### src/hw/rtl/srtcp_pkg.sv
// ----------------------------------------------------------------------------
// srtcp_pkg
// Shared types and constants of the subtitle cue stream parser: operation
// words passed from the parsing front to the result back, result kinds,
// timing field weights and the timing line pattern.
// ----------------------------------------------------------------------------
`default_nettype none

package srtcp_pkg;

   localparam int unsigned MS_WIDTH    = 29;
   localparam int unsigned DIGIT_WIDTH = 10;
   localparam int unsigned COL_WIDTH   = 5;

   localparam logic [COL_WIDTH-1:0] TIMING_LEN     = 5'd29;
   localparam logic [COL_WIDTH-1:0] END_FIELD_COL  = 5'd17;
   localparam logic [COL_WIDTH-1:0] START_MS_COL   = 5'd11;
   localparam logic [COL_WIDTH-1:0] END_MS_COL     = 5'd28;

   localparam logic [7:0] CHAR_LF    = 8'h0A;
   localparam logic [7:0] CHAR_CR    = 8'h0D;
   localparam logic [7:0] CHAR_ZERO  = 8'h30;
   localparam logic [7:0] CHAR_NINE  = 8'h39;
   localparam logic [7:0] CHAR_COLON = 8'h3A;
   localparam logic [7:0] CHAR_COMMA = 8'h2C;
   localparam logic [7:0] CHAR_SPACE = 8'h20;
   localparam logic [7:0] CHAR_DASH  = 8'h2D;
   localparam logic [7:0] CHAR_GT    = 8'h3E;
   // marks a digit position in the timing pattern
   localparam logic [7:0] CHAR_DIGIT = 8'h44;

   localparam logic [21:0] WEIGHT_HOURS   = 22'd3600000;
   localparam logic [21:0] WEIGHT_MINUTES = 22'd60000;
   localparam logic [21:0] WEIGHT_SECONDS = 22'd1000;
   localparam logic [21:0] WEIGHT_MILLIS  = 22'd1;

   typedef enum logic [1:0] {
      KIND_TEXT  = 2'd0,
      KIND_CLOSE = 2'd1,
      KIND_ERROR = 2'd2
   } kind_type;

   typedef enum logic [1:0] {
      OP_CLEAR = 2'd0,
      OP_FOLD  = 2'd1,
      OP_EMIT  = 2'd2
   } op_code_type;

   typedef enum logic [1:0] {
      WSEL_HOURS   = 2'd0,
      WSEL_MINUTES = 2'd1,
      WSEL_SECONDS = 2'd2,
      WSEL_MILLIS  = 2'd3
   } weight_sel_type;

   typedef struct packed {
      op_code_type             code;
      logic                    to_end;
      weight_sel_type          weight;
      logic [DIGIT_WIDTH-1:0]  digit;
      kind_type                kind;
      logic                    first;
      logic [7:0]              text;
   } op_type;

   // expected byte at each timing line column, "DD:DD:DD,DDD --> DD:DD:DD,DDD"
   function automatic logic [7:0] pattern_char(input logic [COL_WIDTH-1:0] col);
      logic [7:0] ch;
      case (col)
         5'd2, 5'd5, 5'd19, 5'd22: ch = CHAR_COLON;
         5'd8, 5'd25:              ch = CHAR_COMMA;
         5'd12, 5'd16:             ch = CHAR_SPACE;
         5'd13, 5'd14:             ch = CHAR_DASH;
         5'd15:                    ch = CHAR_GT;
         default:                  ch = CHAR_DIGIT;
      endcase
      return ch;
   endfunction

   function automatic logic [21:0] weight_value(input weight_sel_type sel);
      logic [21:0] w;
      case (sel)
         WSEL_HOURS:   w = WEIGHT_HOURS;
         WSEL_MINUTES: w = WEIGHT_MINUTES;
         WSEL_SECONDS: w = WEIGHT_SECONDS;
         WSEL_MILLIS:  w = WEIGHT_MILLIS;
         default:      w = WEIGHT_MILLIS;
      endcase
      return w;
   endfunction

endpackage

`default_nettype wire

### src/hw/rtl/srtcp_req_if.sv
// ----------------------------------------------------------------------------
// srtcp_req_if
// Input channel: one file byte or an end of stream mark per word.
// ----------------------------------------------------------------------------
`default_nettype none

interface srtcp_req_if;
   logic       valid;
   logic       ready;
   logic [7:0] data_byte;
   logic       stream_end;

   modport source (output valid, output data_byte, output stream_end, input ready);
   modport sink   (input valid, input data_byte, input stream_end, output ready);
endinterface

`default_nettype wire

### src/hw/rtl/srtcp_rsp_if.sv
// ----------------------------------------------------------------------------
// srtcp_rsp_if
// Result channel: text bytes, cue close and format error words.
// ----------------------------------------------------------------------------
`default_nettype none

interface srtcp_rsp_if;
   logic        valid;
   logic        ready;
   logic [1:0]  kind;
   logic        first_of_cue;
   logic [28:0] start_ms;
   logic [28:0] end_ms;
   logic [7:0]  text_byte;

   modport source (output valid, output kind, output first_of_cue, output start_ms,
                   output end_ms, output text_byte, input ready);
   modport sink   (input valid, input kind, input first_of_cue, input start_ms,
                   input end_ms, input text_byte, output ready);
endinterface

`default_nettype wire

### src/hw/rtl/srtcp_front.sv
// ----------------------------------------------------------------------------
// srtcp_front
// Parsing front: takes one byte a cycle unless the operation queue is full, tracks
// the cue line structure, checks the timing line column by column and issues operation words.
// ----------------------------------------------------------------------------
`default_nettype none

module srtcp_front
   import srtcp_pkg::*;
(
   input  logic          clock,
   input  logic          reset,
   srtcp_req_if.sink     req,
   input  logic          queue_full,
   output logic          push_valid,
   output op_type        push_op
);

   typedef enum logic [2:0] {
      PH_INDEX      = 3'd0,
      PH_TIMING     = 3'd1,
      PH_LINE_START = 3'd2,
      PH_IN_LINE    = 3'd3,
      PH_BLANK_REST = 3'd4,
      PH_HALT       = 3'd5
   } phase_type;

   phase_type              phase_ff, phase_in;
   logic [COL_WIDTH-1:0]   column_ff, column_in;
   logic [DIGIT_WIDTH-1:0] digit_ff, digit_in;
   logic                   text_seen_ff, text_seen_in;

   logic                   accept;
   logic [7:0]             b;
   logic [7:0]             expect_ch;
   logic                   is_digit;
   logic                   col_ok;
   logic [DIGIT_WIDTH-1:0] digit_times10;
   logic [DIGIT_WIDTH-1:0] digit_next;
   logic                   fold;
   logic                   to_end;
   logic [COL_WIDTH-1:0]   rel_col;
   weight_sel_type         wsel;

   assign req.ready = !queue_full;
   assign accept    = req.valid && !queue_full;
   assign b         = req.data_byte;

   assign expect_ch     = pattern_char(column_ff);
   assign is_digit      = (b >= CHAR_ZERO) && (b <= CHAR_NINE);
   assign col_ok        = (expect_ch == CHAR_DIGIT) ? is_digit : (b == expect_ch);
   assign digit_times10 = {digit_ff[DIGIT_WIDTH-4:0], 3'b000}
                        + {digit_ff[DIGIT_WIDTH-2:0], 1'b0};
   assign digit_next    = (expect_ch == CHAR_DIGIT) ?
                          (digit_times10 + DIGIT_WIDTH'(b[3:0])) : digit_ff;
   // a field ends on its separator, or on the last millisecond digit
   assign fold          = (column_ff == START_MS_COL) || (column_ff == END_MS_COL)
                        || (expect_ch == CHAR_COLON) || (expect_ch == CHAR_COMMA);
   assign to_end        = (column_ff >= END_FIELD_COL);
   assign rel_col       = to_end ? (column_ff - END_FIELD_COL) : column_ff;

   always_comb begin
      case (rel_col)
         5'd2:    wsel = WSEL_HOURS;
         5'd5:    wsel = WSEL_MINUTES;
         5'd8:    wsel = WSEL_SECONDS;
         default: wsel = WSEL_MILLIS;
      endcase
   end

   always_comb begin
      phase_in     = phase_ff;
      column_in    = column_ff;
      digit_in     = digit_ff;
      text_seen_in = text_seen_ff;
      push_valid   = 1'b0;
      push_op      = '{code: OP_EMIT, to_end: 1'b0, weight: WSEL_MILLIS,
                       digit: '0, kind: KIND_TEXT, first: 1'b0, text: '0};
      if (accept) begin
         if (req.stream_end) begin
            if (((phase_ff == PH_LINE_START) || (phase_ff == PH_IN_LINE)) && text_seen_ff) begin
               push_valid   = 1'b1;
               push_op.kind = KIND_CLOSE;
            end
            phase_in     = PH_INDEX;
            column_in    = '0;
            digit_in     = '0;
            text_seen_in = 1'b0;
         end else begin
            case (phase_ff)
               PH_INDEX: begin
                  if (b == CHAR_LF) begin
                     phase_in     = PH_TIMING;
                     column_in    = '0;
                     digit_in     = '0;
                     push_valid   = 1'b1;
                     push_op.code = OP_CLEAR;
                  end
               end
               PH_TIMING: begin
                  if (column_ff >= TIMING_LEN) begin
                     if (b == CHAR_LF) begin
                        phase_in     = PH_LINE_START;
                        text_seen_in = 1'b0;
                     end
                  end else if (!col_ok) begin
                     phase_in     = PH_HALT;
                     push_valid   = 1'b1;
                     push_op.kind = KIND_ERROR;
                  end else begin
                     column_in = column_ff + 1'b1;
                     if (fold) begin
                        digit_in       = '0;
                        push_valid     = 1'b1;
                        push_op.code   = OP_FOLD;
                        push_op.to_end = to_end;
                        push_op.weight = wsel;
                        push_op.digit  = digit_next;
                     end else begin
                        digit_in = digit_next;
                     end
                  end
               end
               PH_LINE_START: begin
                  if ((b == CHAR_LF) || (b == CHAR_CR)) begin
                     if (text_seen_ff) begin
                        push_valid   = 1'b1;
                        push_op.kind = KIND_CLOSE;
                     end
                     text_seen_in = 1'b0;
                     phase_in     = (b == CHAR_LF) ? PH_INDEX : PH_BLANK_REST;
                  end else begin
                     push_valid    = 1'b1;
                     push_op.first = !text_seen_ff;
                     push_op.text  = b;
                     text_seen_in  = 1'b1;
                     phase_in      = PH_IN_LINE;
                  end
               end
               PH_IN_LINE: begin
                  push_valid   = 1'b1;
                  push_op.text = b;
                  if (b == CHAR_LF) begin
                     phase_in = PH_LINE_START;
                  end
               end
               PH_BLANK_REST: begin
                  if (b == CHAR_LF) begin
                     phase_in = PH_INDEX;
                  end
               end
               default: begin
                  phase_in = phase_ff;
               end
            endcase
         end
      end
   end

   always_ff @(posedge clock) begin
      if (reset) begin
         phase_ff     <= PH_INDEX;
         column_ff    <= '0;
         digit_ff     <= '0;
         text_seen_ff <= 1'b0;
      end else begin
         phase_ff     <= phase_in;
         column_ff    <= column_in;
         digit_ff     <= digit_in;
         text_seen_ff <= text_seen_in;
      end
   end

endmodule

`default_nettype wire

### src/hw/rtl/srtcp_queue.sv
// ----------------------------------------------------------------------------
// srtcp_queue
// Short first-in first-out queue of operation words between front and back.
// ----------------------------------------------------------------------------
`default_nettype none

module srtcp_queue
   import srtcp_pkg::*;
#(
   parameter int unsigned DEPTH = 4
)(
   input  logic    clock,
   input  logic    reset,
   input  logic    push_valid,
   input  op_type  push_op,
   output logic    full,
   output logic    pop_valid,
   output op_type  pop_op,
   input  logic    pop
);

   localparam int unsigned PW = (DEPTH > 1) ? $clog2(DEPTH) : 1;
   localparam int unsigned CW = $clog2(DEPTH + 1);
   localparam logic [PW-1:0] LAST = PW'(DEPTH - 1);
   localparam logic [CW-1:0] FULL_COUNT = CW'(DEPTH);

   op_type          entry_ff [DEPTH];
   logic [PW-1:0]   wr_ptr_ff, wr_ptr_in;
   logic [PW-1:0]   rd_ptr_ff, rd_ptr_in;
   logic [CW-1:0]   count_ff, count_in;

   assign full      = (count_ff == FULL_COUNT);
   assign pop_valid = (count_ff != '0);
   assign pop_op    = entry_ff[rd_ptr_ff];

   always_comb begin
      wr_ptr_in = wr_ptr_ff;
      rd_ptr_in = rd_ptr_ff;
      count_in  = count_ff;
      if (push_valid) begin
         wr_ptr_in = (wr_ptr_ff == LAST) ? '0 : wr_ptr_ff + 1'b1;
      end
      if (pop) begin
         rd_ptr_in = (rd_ptr_ff == LAST) ? '0 : rd_ptr_ff + 1'b1;
      end
      if (push_valid && !pop) begin
         count_in = count_ff + 1'b1;
      end else if (pop && !push_valid) begin
         count_in = count_ff - 1'b1;
      end
   end

   always_ff @(posedge clock) begin
      if (reset) begin
         wr_ptr_ff <= '0;
         rd_ptr_ff <= '0;
         count_ff  <= '0;
      end else begin
         wr_ptr_ff <= wr_ptr_in;
         rd_ptr_ff <= rd_ptr_in;
         count_ff  <= count_in;
      end
   end

   always_ff @(posedge clock) begin
      if (push_valid) begin
         entry_ff[wr_ptr_ff] <= push_op;
      end
   end

`ifndef SYNTHESIS
   a_no_overflow: assert property (@(posedge clock) disable iff (reset)
      push_valid |-> !full)
      else $error("queue written while full");

   a_no_underflow: assert property (@(posedge clock) disable iff (reset)
      pop |-> pop_valid)
      else $error("queue read while empty");

   a_count_bound: assert property (@(posedge clock) disable iff (reset)
      count_ff <= FULL_COUNT)
      else $error("queue occupancy beyond depth");

   a_count_track: assert property (@(posedge clock) disable iff (reset)
      (push_valid && !pop) |=> (count_ff != '0))
      else $error("queue lost a word");
`endif

endmodule

`default_nettype wire

### src/hw/rtl/srtcp_back.sv
// ----------------------------------------------------------------------------
// srtcp_back
// Result back: holds the cue time accumulators, folds timing fields into
// them and drives the registered result channel.
// ----------------------------------------------------------------------------
`default_nettype none

module srtcp_back
   import srtcp_pkg::*;
(
   input  logic        clock,
   input  logic        reset,
   input  logic        pop_valid,
   input  op_type      pop_op,
   output logic        pop,
   srtcp_rsp_if.source rsp
);

   logic [MS_WIDTH-1:0] start_ff, start_in;
   logic [MS_WIDTH-1:0] end_ff, end_in;
   logic                rsp_valid_ff, rsp_valid_in;
   kind_type            kind_ff, kind_in;
   logic                first_ff, first_in;
   logic [MS_WIDTH-1:0] start_out_ff, start_out_in;
   logic [MS_WIDTH-1:0] end_out_ff, end_out_in;
   logic [7:0]          text_ff, text_in;

   logic                out_free;
   logic [31:0]         product;
   logic [MS_WIDTH-1:0] base;
   logic [MS_WIDTH-1:0] sum;

   assign out_free = !rsp_valid_ff || rsp.ready;
   assign pop      = pop_valid && ((pop_op.code != OP_EMIT) || out_free);

   // digit field times a constant weight, then one add into the accumulator
   assign product = 32'(pop_op.digit) * 32'(weight_value(pop_op.weight));
   assign base    = pop_op.to_end ? end_ff : start_ff;
   assign sum     = base + product[MS_WIDTH-1:0];

   always_comb begin
      start_in     = start_ff;
      end_in       = end_ff;
      rsp_valid_in = rsp_valid_ff && !rsp.ready;
      kind_in      = kind_ff;
      first_in     = first_ff;
      start_out_in = start_out_ff;
      end_out_in   = end_out_ff;
      text_in      = text_ff;
      if (pop) begin
         case (pop_op.code)
            OP_CLEAR: begin
               start_in = '0;
               end_in   = '0;
            end
            OP_FOLD: begin
               if (pop_op.to_end) begin
                  end_in = sum;
               end else begin
                  start_in = sum;
               end
            end
            OP_EMIT: begin
               rsp_valid_in = 1'b1;
               kind_in      = pop_op.kind;
               first_in     = pop_op.first;
               text_in      = pop_op.text;
               start_out_in = (pop_op.kind == KIND_ERROR) ? '0 : start_ff;
               end_out_in   = (pop_op.kind == KIND_ERROR) ? '0 : end_ff;
            end
            default: begin
               start_in = start_ff;
            end
         endcase
      end
   end

   always_ff @(posedge clock) begin
      if (reset) begin
         rsp_valid_ff <= 1'b0;
         start_ff     <= '0;
         end_ff       <= '0;
      end else begin
         rsp_valid_ff <= rsp_valid_in;
         start_ff     <= start_in;
         end_ff       <= end_in;
      end
   end

   always_ff @(posedge clock) begin
      kind_ff      <= kind_in;
      first_ff     <= first_in;
      start_out_ff <= start_out_in;
      end_out_ff   <= end_out_in;
      text_ff      <= text_in;
   end

   assign rsp.valid        = rsp_valid_ff;
   assign rsp.kind         = kind_ff;
   assign rsp.first_of_cue = first_ff;
   assign rsp.start_ms     = start_out_ff;
   assign rsp.end_ms       = end_out_ff;
   assign rsp.text_byte    = text_ff;

endmodule

`default_nettype wire

### src/hw/rtl/srt_cue_stream_parser_core.sv
// Path: a result word goes via the operation queue and the result register to rsp.
// Throughput: one byte per cycle; every byte causes at most one queue word and the
// back retires one word per cycle while the result register drains.
// Input stalls only when the operation queue (QUEUE_DEPTH words) is full.
// Reset: synchronous; parser returns to index skipping, queue and result register empty.
// ----------------------------------------------------------------------------
// srt_cue_stream_parser_core
// Subtitle cue stream parser: parsing front, operation queue and result back.
// ----------------------------------------------------------------------------
`default_nettype none

module srt_cue_stream_parser_core
   import srtcp_pkg::*;
#(
   parameter int unsigned QUEUE_DEPTH = 4
)(
   input  logic        clock,
   input  logic        reset,
   srtcp_req_if.sink   req,
   srtcp_rsp_if.source rsp
);

   logic   queue_full;
   logic   push_valid;
   op_type push_op;
   logic   pop_valid;
   op_type pop_op;
   logic   pop;

   srtcp_front u_front (
      .clock      (clock),
      .reset      (reset),
      .req        (req),
      .queue_full (queue_full),
      .push_valid (push_valid),
      .push_op    (push_op)
   );

   srtcp_queue #(
      .DEPTH (QUEUE_DEPTH)
   ) u_queue (
      .clock      (clock),
      .reset      (reset),
      .push_valid (push_valid),
      .push_op    (push_op),
      .full       (queue_full),
      .pop_valid  (pop_valid),
      .pop_op     (pop_op),
      .pop        (pop)
   );

   srtcp_back u_back (
      .clock     (clock),
      .reset     (reset),
      .pop_valid (pop_valid),
      .pop_op    (pop_op),
      .pop       (pop),
      .rsp       (rsp)
   );

endmodule

`default_nettype wire

### src/flat_wrapper.sv
// flat-port wrapper written by rule: the top's interface ports become plain ports
module srt_cue_stream_parser_core_flat import srtcp_pkg::*;
#(
   parameter int unsigned QUEUE_DEPTH = 4
)
  (clock, reset, req_valid, req_data_byte, req_stream_end, req_ready, rsp_valid, rsp_kind, rsp_first_of_cue, rsp_start_ms, rsp_end_ms, rsp_text_byte, rsp_ready);
  srtcp_req_if req_i ();
  srtcp_rsp_if rsp_i ();
  input  logic clock;
  input  logic reset;
  input wire logic [$bits(req_i.valid)-1:0] req_valid;
  input wire logic [$bits(req_i.data_byte)-1:0] req_data_byte;
  input wire logic [$bits(req_i.stream_end)-1:0] req_stream_end;
  output wire logic [$bits(req_i.ready)-1:0] req_ready;
  output wire logic [$bits(rsp_i.valid)-1:0] rsp_valid;
  output wire logic [$bits(rsp_i.kind)-1:0] rsp_kind;
  output wire logic [$bits(rsp_i.first_of_cue)-1:0] rsp_first_of_cue;
  output wire logic [$bits(rsp_i.start_ms)-1:0] rsp_start_ms;
  output wire logic [$bits(rsp_i.end_ms)-1:0] rsp_end_ms;
  output wire logic [$bits(rsp_i.text_byte)-1:0] rsp_text_byte;
  input wire logic [$bits(rsp_i.ready)-1:0] rsp_ready;
  assign req_i.valid = req_valid;
  assign req_i.data_byte = req_data_byte;
  assign req_i.stream_end = req_stream_end;
  assign req_ready = req_i.ready;
  assign rsp_valid = rsp_i.valid;
  assign rsp_kind = rsp_i.kind;
  assign rsp_first_of_cue = rsp_i.first_of_cue;
  assign rsp_start_ms = rsp_i.start_ms;
  assign rsp_end_ms = rsp_i.end_ms;
  assign rsp_text_byte = rsp_i.text_byte;
  assign rsp_i.ready = rsp_ready;
  srt_cue_stream_parser_core #(.QUEUE_DEPTH(QUEUE_DEPTH)) u_core (.clock(clock), .reset(reset), .req(req_i), .rsp(rsp_i));
endmodule
### config.mk
export PLATFORM = sky130hd
export DESIGN_NAME = srt_cue_stream_parser_core_flat
export DESIGN_NICKNAME = d
export VERILOG_FILES = /design/src/hw/rtl/srtcp_pkg.sv /design/src/hw/rtl/srtcp_req_if.sv /design/src/hw/rtl/srtcp_rsp_if.sv /design/src/hw/rtl/srtcp_front.sv /design/src/hw/rtl/srtcp_queue.sv /design/src/hw/rtl/srtcp_back.sv /design/src/hw/rtl/srt_cue_stream_parser_core.sv /design/src/flat_wrapper.sv
export SDC_FILE = /design/constraint.sdc
export NUM_CORES = 1
export LEC_CHECK = 0
export ABC_AREA = 1
export BUFFER_PORTS_ARGS = -buffer_cell sky130_fd_sc_hd__buf_2
export CORE_MARGIN = 10
export CORE_UTILIZATION = 44
export DETAILED_ROUTE_END_ITERATION = 10
export HOLD_SLACK_MARGIN = 0.08
export REMOVE_ABC_BUFFERS = 1
export SLEW_MARGIN = 15
export SYNTH_ARGS = -nofsm -noshare
export SYNTH_HDL_FRONTEND = slang
export SYNTH_SLANG_ARGS = --single-unit
### constraint.sdc
create_clock -name clock -period 18.8 [get_ports clock]
set_input_delay 4.7 -clock clock [delete_from_list [all_inputs] [get_ports clock]]
set_output_delay 4.7 -clock clock [all_outputs]
set_load 0.005 [all_outputs]
# [Yosys cells after proc, flatten, opt, wreduce, memory -nomap -nowiden]
# Memories as Yosys holds them, arrays and structs flattened. A register that Yosys moved wholly into a read port is not among the register bits.
# Cells that the tools add are included.
[op_classes] eq_ne=34 muxes=75 n_bitwise=0 n_shift=0 n_mul=1 magnitude_cmp=4 n_addsub=9 n_div=0 n_reduce_logical=35
[ops] cell="one-hot mux 29 bit (2 select lines)" n=2
[ops] cell="one-hot mux 22 bit (4 select lines)" n=1
[ops] cell="2-to-1 mux 29 bit" n=3
[ops] cell="2-to-1 mux 10 bit" n=6
[ops] cell="2-to-1 mux 15 bit" n=3
[ops] cell="2-to-1 mux 5 bit" n=7
[ops] cell="2-to-1 mux 3 bit" n=10
[ops] cell="adder 29 bit" n=1
[ops] cell="multiplier 10 x 22 -> 29 bit" n=1
[ops] cell="2-to-1 mux 26 bit" n=1
[ops] cell="2-to-1 mux 1 bit" n=21
[ops] cell="one-hot mux 10 bit (2 select lines)" n=1
[ops] cell="2-to-1 mux 9 bit" n=2
[ops] cell="!= test 3 bit, second input constant" n=6
[ops] cell="2-to-1 mux 17 bit" n=1
[ops] cell="== test 8 x 4 -> 1 bit, second input constant" n=2
[ops] cell="== test 8 x 6 -> 1 bit, second input constant" n=2
[ops] cell="2-to-1 mux 2 bit" n=8
[ops] cell="one-hot mux 8 bit (2 select lines)" n=1
[ops] cell="one-hot mux 3 bit (5 select lines)" n=1
[ops] cell="2-to-1 mux 13 bit" n=1
[ops] cell="== test 2 bit, second input constant" n=6
[ops] cell="adder 10 bit" n=1
[ops] cell="adder 10 x 4 -> 10 bit" n=1
[ops] cell="37 further kinds" n=69
[word_totals] elab_cells=175 reg_bits=154 mem_count=2 output_inout_bits=71 input_bits=13 latch_bits=0 mem_bits_rw=104 rom_bits=224
[mem_list] memory="(no name shown)" words=32 word_bits=7 read_ports=1 rd_ports_with_merged_regs=1 wr=0 line_no="srtcp_pkg.sv:69" text="case (col)"
[mem_list] memory="u_core.u_queue.entry_ff" words=4 word_bits=26 read_ports=1 rd_ports_with_merged_regs=1 wr=1 line_no="srtcp_queue.sv:27" text="op_type entry_ff [DEPTH];"

# [Depth between registers and ports, before layout]
[logic_depth] ltp_word=14 mapped_depth=33 mapped_depth_nobuf=30

# [Cells and area by module]
# A second synthesis with hierarchy kept.
[unflattened] cells_unflattened=2208 hier_area_um2=18584.1
[by_module_without_submodules] module="srtcp_back" cells_each=1446 area_each_um2=11449.7 seq_area_each_um2=3253.1 n_inst=1
[by_module_without_submodules] module="srtcp_queue" cells_each=311 area_each_um2=4327.9 seq_area_each_um2=3303.2 n_inst=1
[by_module_without_submodules] module="srtcp_front" cells_each=451 area_each_um2=2806.4 seq_area_each_um2=500.5 n_inst=1

# [Worst setup path after synthesis]
# Ideal clock, no wire load.
[synth_path] path_kind="input to register" from="in req_data_byte[6]" to="mem u_core.u_queue.entry_ff[0][0] (netlist name), enable pin" n_path_buf=0 slack_ps=11672 t_arrival_ps=6720 setup_time_ps=409 cell_stages=10 required_time_ps=18391 cell_sequence="inv_1 nand2_1 nor2_1 nand2_1 nand2_1 nand2_1 nand3_1 nand3_1 nand2_1 nor2_1"
[synth_via] elab_chain_len=10 word_cells_on_any_way=17 classes_between="order compare (2); eq/ne (3); mux (10); reduce/logical (2)"
[synth_lines] element="from (decl)" line_no="flat_wrapper.sv:12" text="input wire logic [$bits(req_i.data_byte)-1:0] req_data_byte;"
[synth_lines] element="greater-or-equal comparator 8 x 6 -> 1 bit / less-or-equal comparator 8 x 6 -> 1 bit (equally long branches)" line_no="srtcp_front.sv:50" text="assign is_digit = (b >= CHAR_ZERO) && (b <= CHAR_NINE);"
[synth_lines] element="logical AND 1 bit" line_no="srtcp_front.sv:50"
[synth_lines] element="2-to-1 mux 1 bit" line_no="srtcp_front.sv:51" text="assign col_ok = (expect_ch == CHAR_DIGIT) ? is_digit : (b == expect_ch);"
[synth_lines] element="2-to-1 mux 1 bit" line_no="srtcp_front.sv:106" text="end else if (!col_ok) begin"
[synth_lines] element="2-to-1 mux 1 bit" line_no="srtcp_front.sv:101" text="if (column_ff >= TIMING_LEN) begin"
[synth_lines] element="one-hot mux 1 bit (4 select lines) *" line_no="srtcp_front.sv:90" text="case (phase_ff)"
[synth_lines] element="2-to-1 mux 1 bit *" line_no="srtcp_front.sv:80" text="if (req.stream_end) begin"
[synth_lines] element="2-to-1 mux 1 bit *" line_no="srtcp_front.sv:79" text="if (accept) begin"
[synth_lines] element="2-to-1 mux 1 bit *" line_no="srtcp_queue.sv:66" text="if (push_valid) begin"
[synth_lines] element="2-to-1 mux 1 bit (not written as such) *" line_no="srtcp_queue.sv:67" text="entry_ff[wr_ptr_ff] <= push_op;"
[synth_lines] element="to (decl)" line_no="srtcp_queue.sv:27"
# Mark *: on every way between the ends. The rest lies on a longest branch, timed or not.

==> metrics.txt <==
WL/cell ~17 um; worst-case clock buffer depth 3; Crit path largest cell delay around 0.59 ns; Max transition margin between 30% and 40%; full die area approximately 49,000 sq um; # Post-CTS Setup Buffers 0; pin count of the biggest net entering global routing 74; max-cap check violation count 0; share of Yosys cell area claimed by the top area cell type 29.14%; critical path class register to register; global-route wire length before repair between 70,000 and 80,000 um; Port Buf Inserts 83; initial antenna violation count 0; DP Wirelength around 33,000 um; layout cell share with drive strength beyond 1 just over 8%; DIE HEIGHT 221.3 um; Initial DRC Count 1,137; CP Capture Type register; Async S/R FF share, synth 0%; Final setup viols 0; Peak Freq ~130 MHz; CP arrival around 8.2 ns; total number of vias approximately 13,000; Synth Warn # 0; Slowest cell on crit path nor2_1; Max FO, Critical Path 17; status complete, no violations; Avg Inst Size Synth between 8 and 9 sq um; Slew @ Worst Pin 0.8991 ns; CTS root buf clkbuf_16; Hold Fails Final Rpt 0; Hold WC Path Type register to register; mapped cell area between 15,000 and 20,000 sq um; post-synth top area cell edfxtp_1; fin. max-slew vios 0; CTS tree yes; Pre-Repair DR Iteration Count 5; Die X roughly 220 um; clk sinks 266; CTS H-tree depth 1; Hold-fix buffers, CTS 0; Site Rows 73; core area between 30,000 and 40,000 sq um; Num CTS Buffers 28; Ports 84; Worst setup SP type register; final setup TNS 0 ns; WP data required roughly 19 ns; gpl congestion 0.8873; Clock Pin Slew Worst Setup and Hold Paths roughly 0.060 ns; EDFF count, synth about 170; antenna violation net count after detailed routing 0; Final Skew ~0.03 ns; Post-Route WL 43,740 um; hold_ws approximately 0.47 ns; RSZ-0062 raised after global routing false; Final Critical Period 7.802 ns; fill cell count 3,731; main area contributors after synthesis edfxtp_1 (29%), fa_1 (14%), dfxtp_1 (10%); post-synth cell types 50; GR Overflow Total 0; Seq/Total Area, Yosys about two fifths; Mapped Cells a little over 2,000; Layout area overhead 10.49%; vias in the first global route approximately 14,000; Clk Latency, worst-skew pair about 0.58 ns; post_cts resized 0; Antenna diodes 0; Initial Util 44.66%; Yosys reg bits 266; NumNets Final 2,358; Vias/cell about 5; fin crit share about two fifths; ys flop type edfxtp_1; drt drc 0; GRT Resource Usage Total 17.56%
==> stage by stage <==
step | instance area (sq um) | utilization (%) | instances | setup WS (ns)
after CTS | 19700 | 49.35 | 2635 | 11.09
after global placement | 18780 | 47.04 | 2585 | 11.19
after floorplan | 17580 | - | 1965 | 11.67
after detailed placement | 18780 | 47.04 | 2585 | 11.11
after global routing | 19700 | 49.35 | 2635 | 10.46
final | 19700 | 49.35 | 2635 | 11.00
==> cells in the mapped netlist (14+ instances only) <==
cell type / instances
a21oi_1: 133
buf_2: 14
clkbuf_1: 33
dfxtp_1: 93
edfxtp_1: 173
fa_1: 128
ha_1: 127
inv_1: 395
nand2_1: 287
nand3_1: 68
nand4_1: 17
nor2_1: 238
nor3_1: 22
o21ai_0: 165
==> worst max-delay path: cells and delay by family, from the launching register on <==
kind                       cells  cell delay [ns]
DFF                            1             0.31
buffers and inverters          7             1.30
and+or+nand+nor               10             2.01
adders and majority gates      7             3.31
AOI/OAI and AO/OA              3             0.72
==> worst paths after layout <==
check                                                             from                                 endpoint  slack [ns]  depth (start not counted)
worst max-delay path                                          register  u_core.u_back.start_ff[23]$_SDFFE_PP0P_       11.00                         27
worst min-delay path            u_core.u_back.start_ff[6]$_SDFFE_PP0P_   u_core.u_back.start_ff[6]$_SDFFE_PP0P_        0.47                          2
worst max register to register                                register  u_core.u_back.start_ff[23]$_SDFFE_PP0P_       11.00                         27
worst min register to register  u_core.u_back.start_ff[6]$_SDFFE_PP0P_   u_core.u_back.start_ff[6]$_SDFFE_PP0P_        0.47                          2
==> placed cells by master (no fill, tap or decap), types with 5 or more instances in the layout <==
cell type	n
a211oi_1	7
a21o_1	8
a21oi_1	133
buf_2	83
buf_4	12
clkbuf_1	6
clkbuf_16	28
clkinv_1	8
clkinv_2	5
dfxtp_1	93
edfxtp_1	173
fa_1	128
ha_1	127
inv_1	393
inv_2	12
nand2_1	286
nand3_1	68
nand3_2	5
nand3b_1	5
nand4_1	17
nor2_1	234
nor3_1	22
nor4_1	5
o21ai_0	165
o22ai_1	12
xnor2_1	6
xor2_1	12
==> logic make-up (layout without fill, tap and decap cells) <==
logic type,count (synthesis),after routing,synth area share [%]
simple gates,664,664,15.53
buf+inv,468,555,10.02
compound gates,351,351,10.63
flops,266,266,39.58
fa+ha+maj,255,255,23.29
xor+xnor,18,18,0.8843
mux,1,1,0.05615
==> registers in the layout (all words and copies together), names as in the netlist, 3 cells and up, named ones only <==
signal / flops
u_core.u_queue.entry_ff: 104
u_core.u_back.end_ff: 29
u_core.u_back.rsp.end_ms: 29
u_core.u_back.rsp.start_ms: 29
u_core.u_back.start_ff: 29
u_core.u_front.digit_ff: 10
u_core.u_back.rsp.text_byte: 8
u_core.u_front.expect_ch: 6
u_core.u_front.column_ff: 5
u_core.u_front.phase_ff: 3
u_core.u_queue.count_ff: 3
==> layout make-up <==
class / instances / area [sq um] / share of cell area, %
multi-input combinational: 1289 / 9019 / 45.79
clock buffer: 34 / 723.2 / 3.672
timing repair buffer: 95 / 505.5 / 2.566
inverter: 410 / 1539 / 7.814
tap: 525 / 656.9 / 3.335
clock inverter: 16 / 196.4 / 0.9973
sequential: 266 / 7057 / 35.83
==> layer usage <==
layer / up-vias / global-route usage (%) / part of all wire (%)
li1: 6633 / - / -
met3: 59 / 3.375 / 6.3
met1: 6403 / 23.23 / 45
met2: 315 / 28.58 / 46
met4: 0 / 5.240 / 2.5
met5: - / 0 / 0
Power is not shown: default switching activity piles up to over one toggle a cycle in this logic, so the estimate is an artifact.
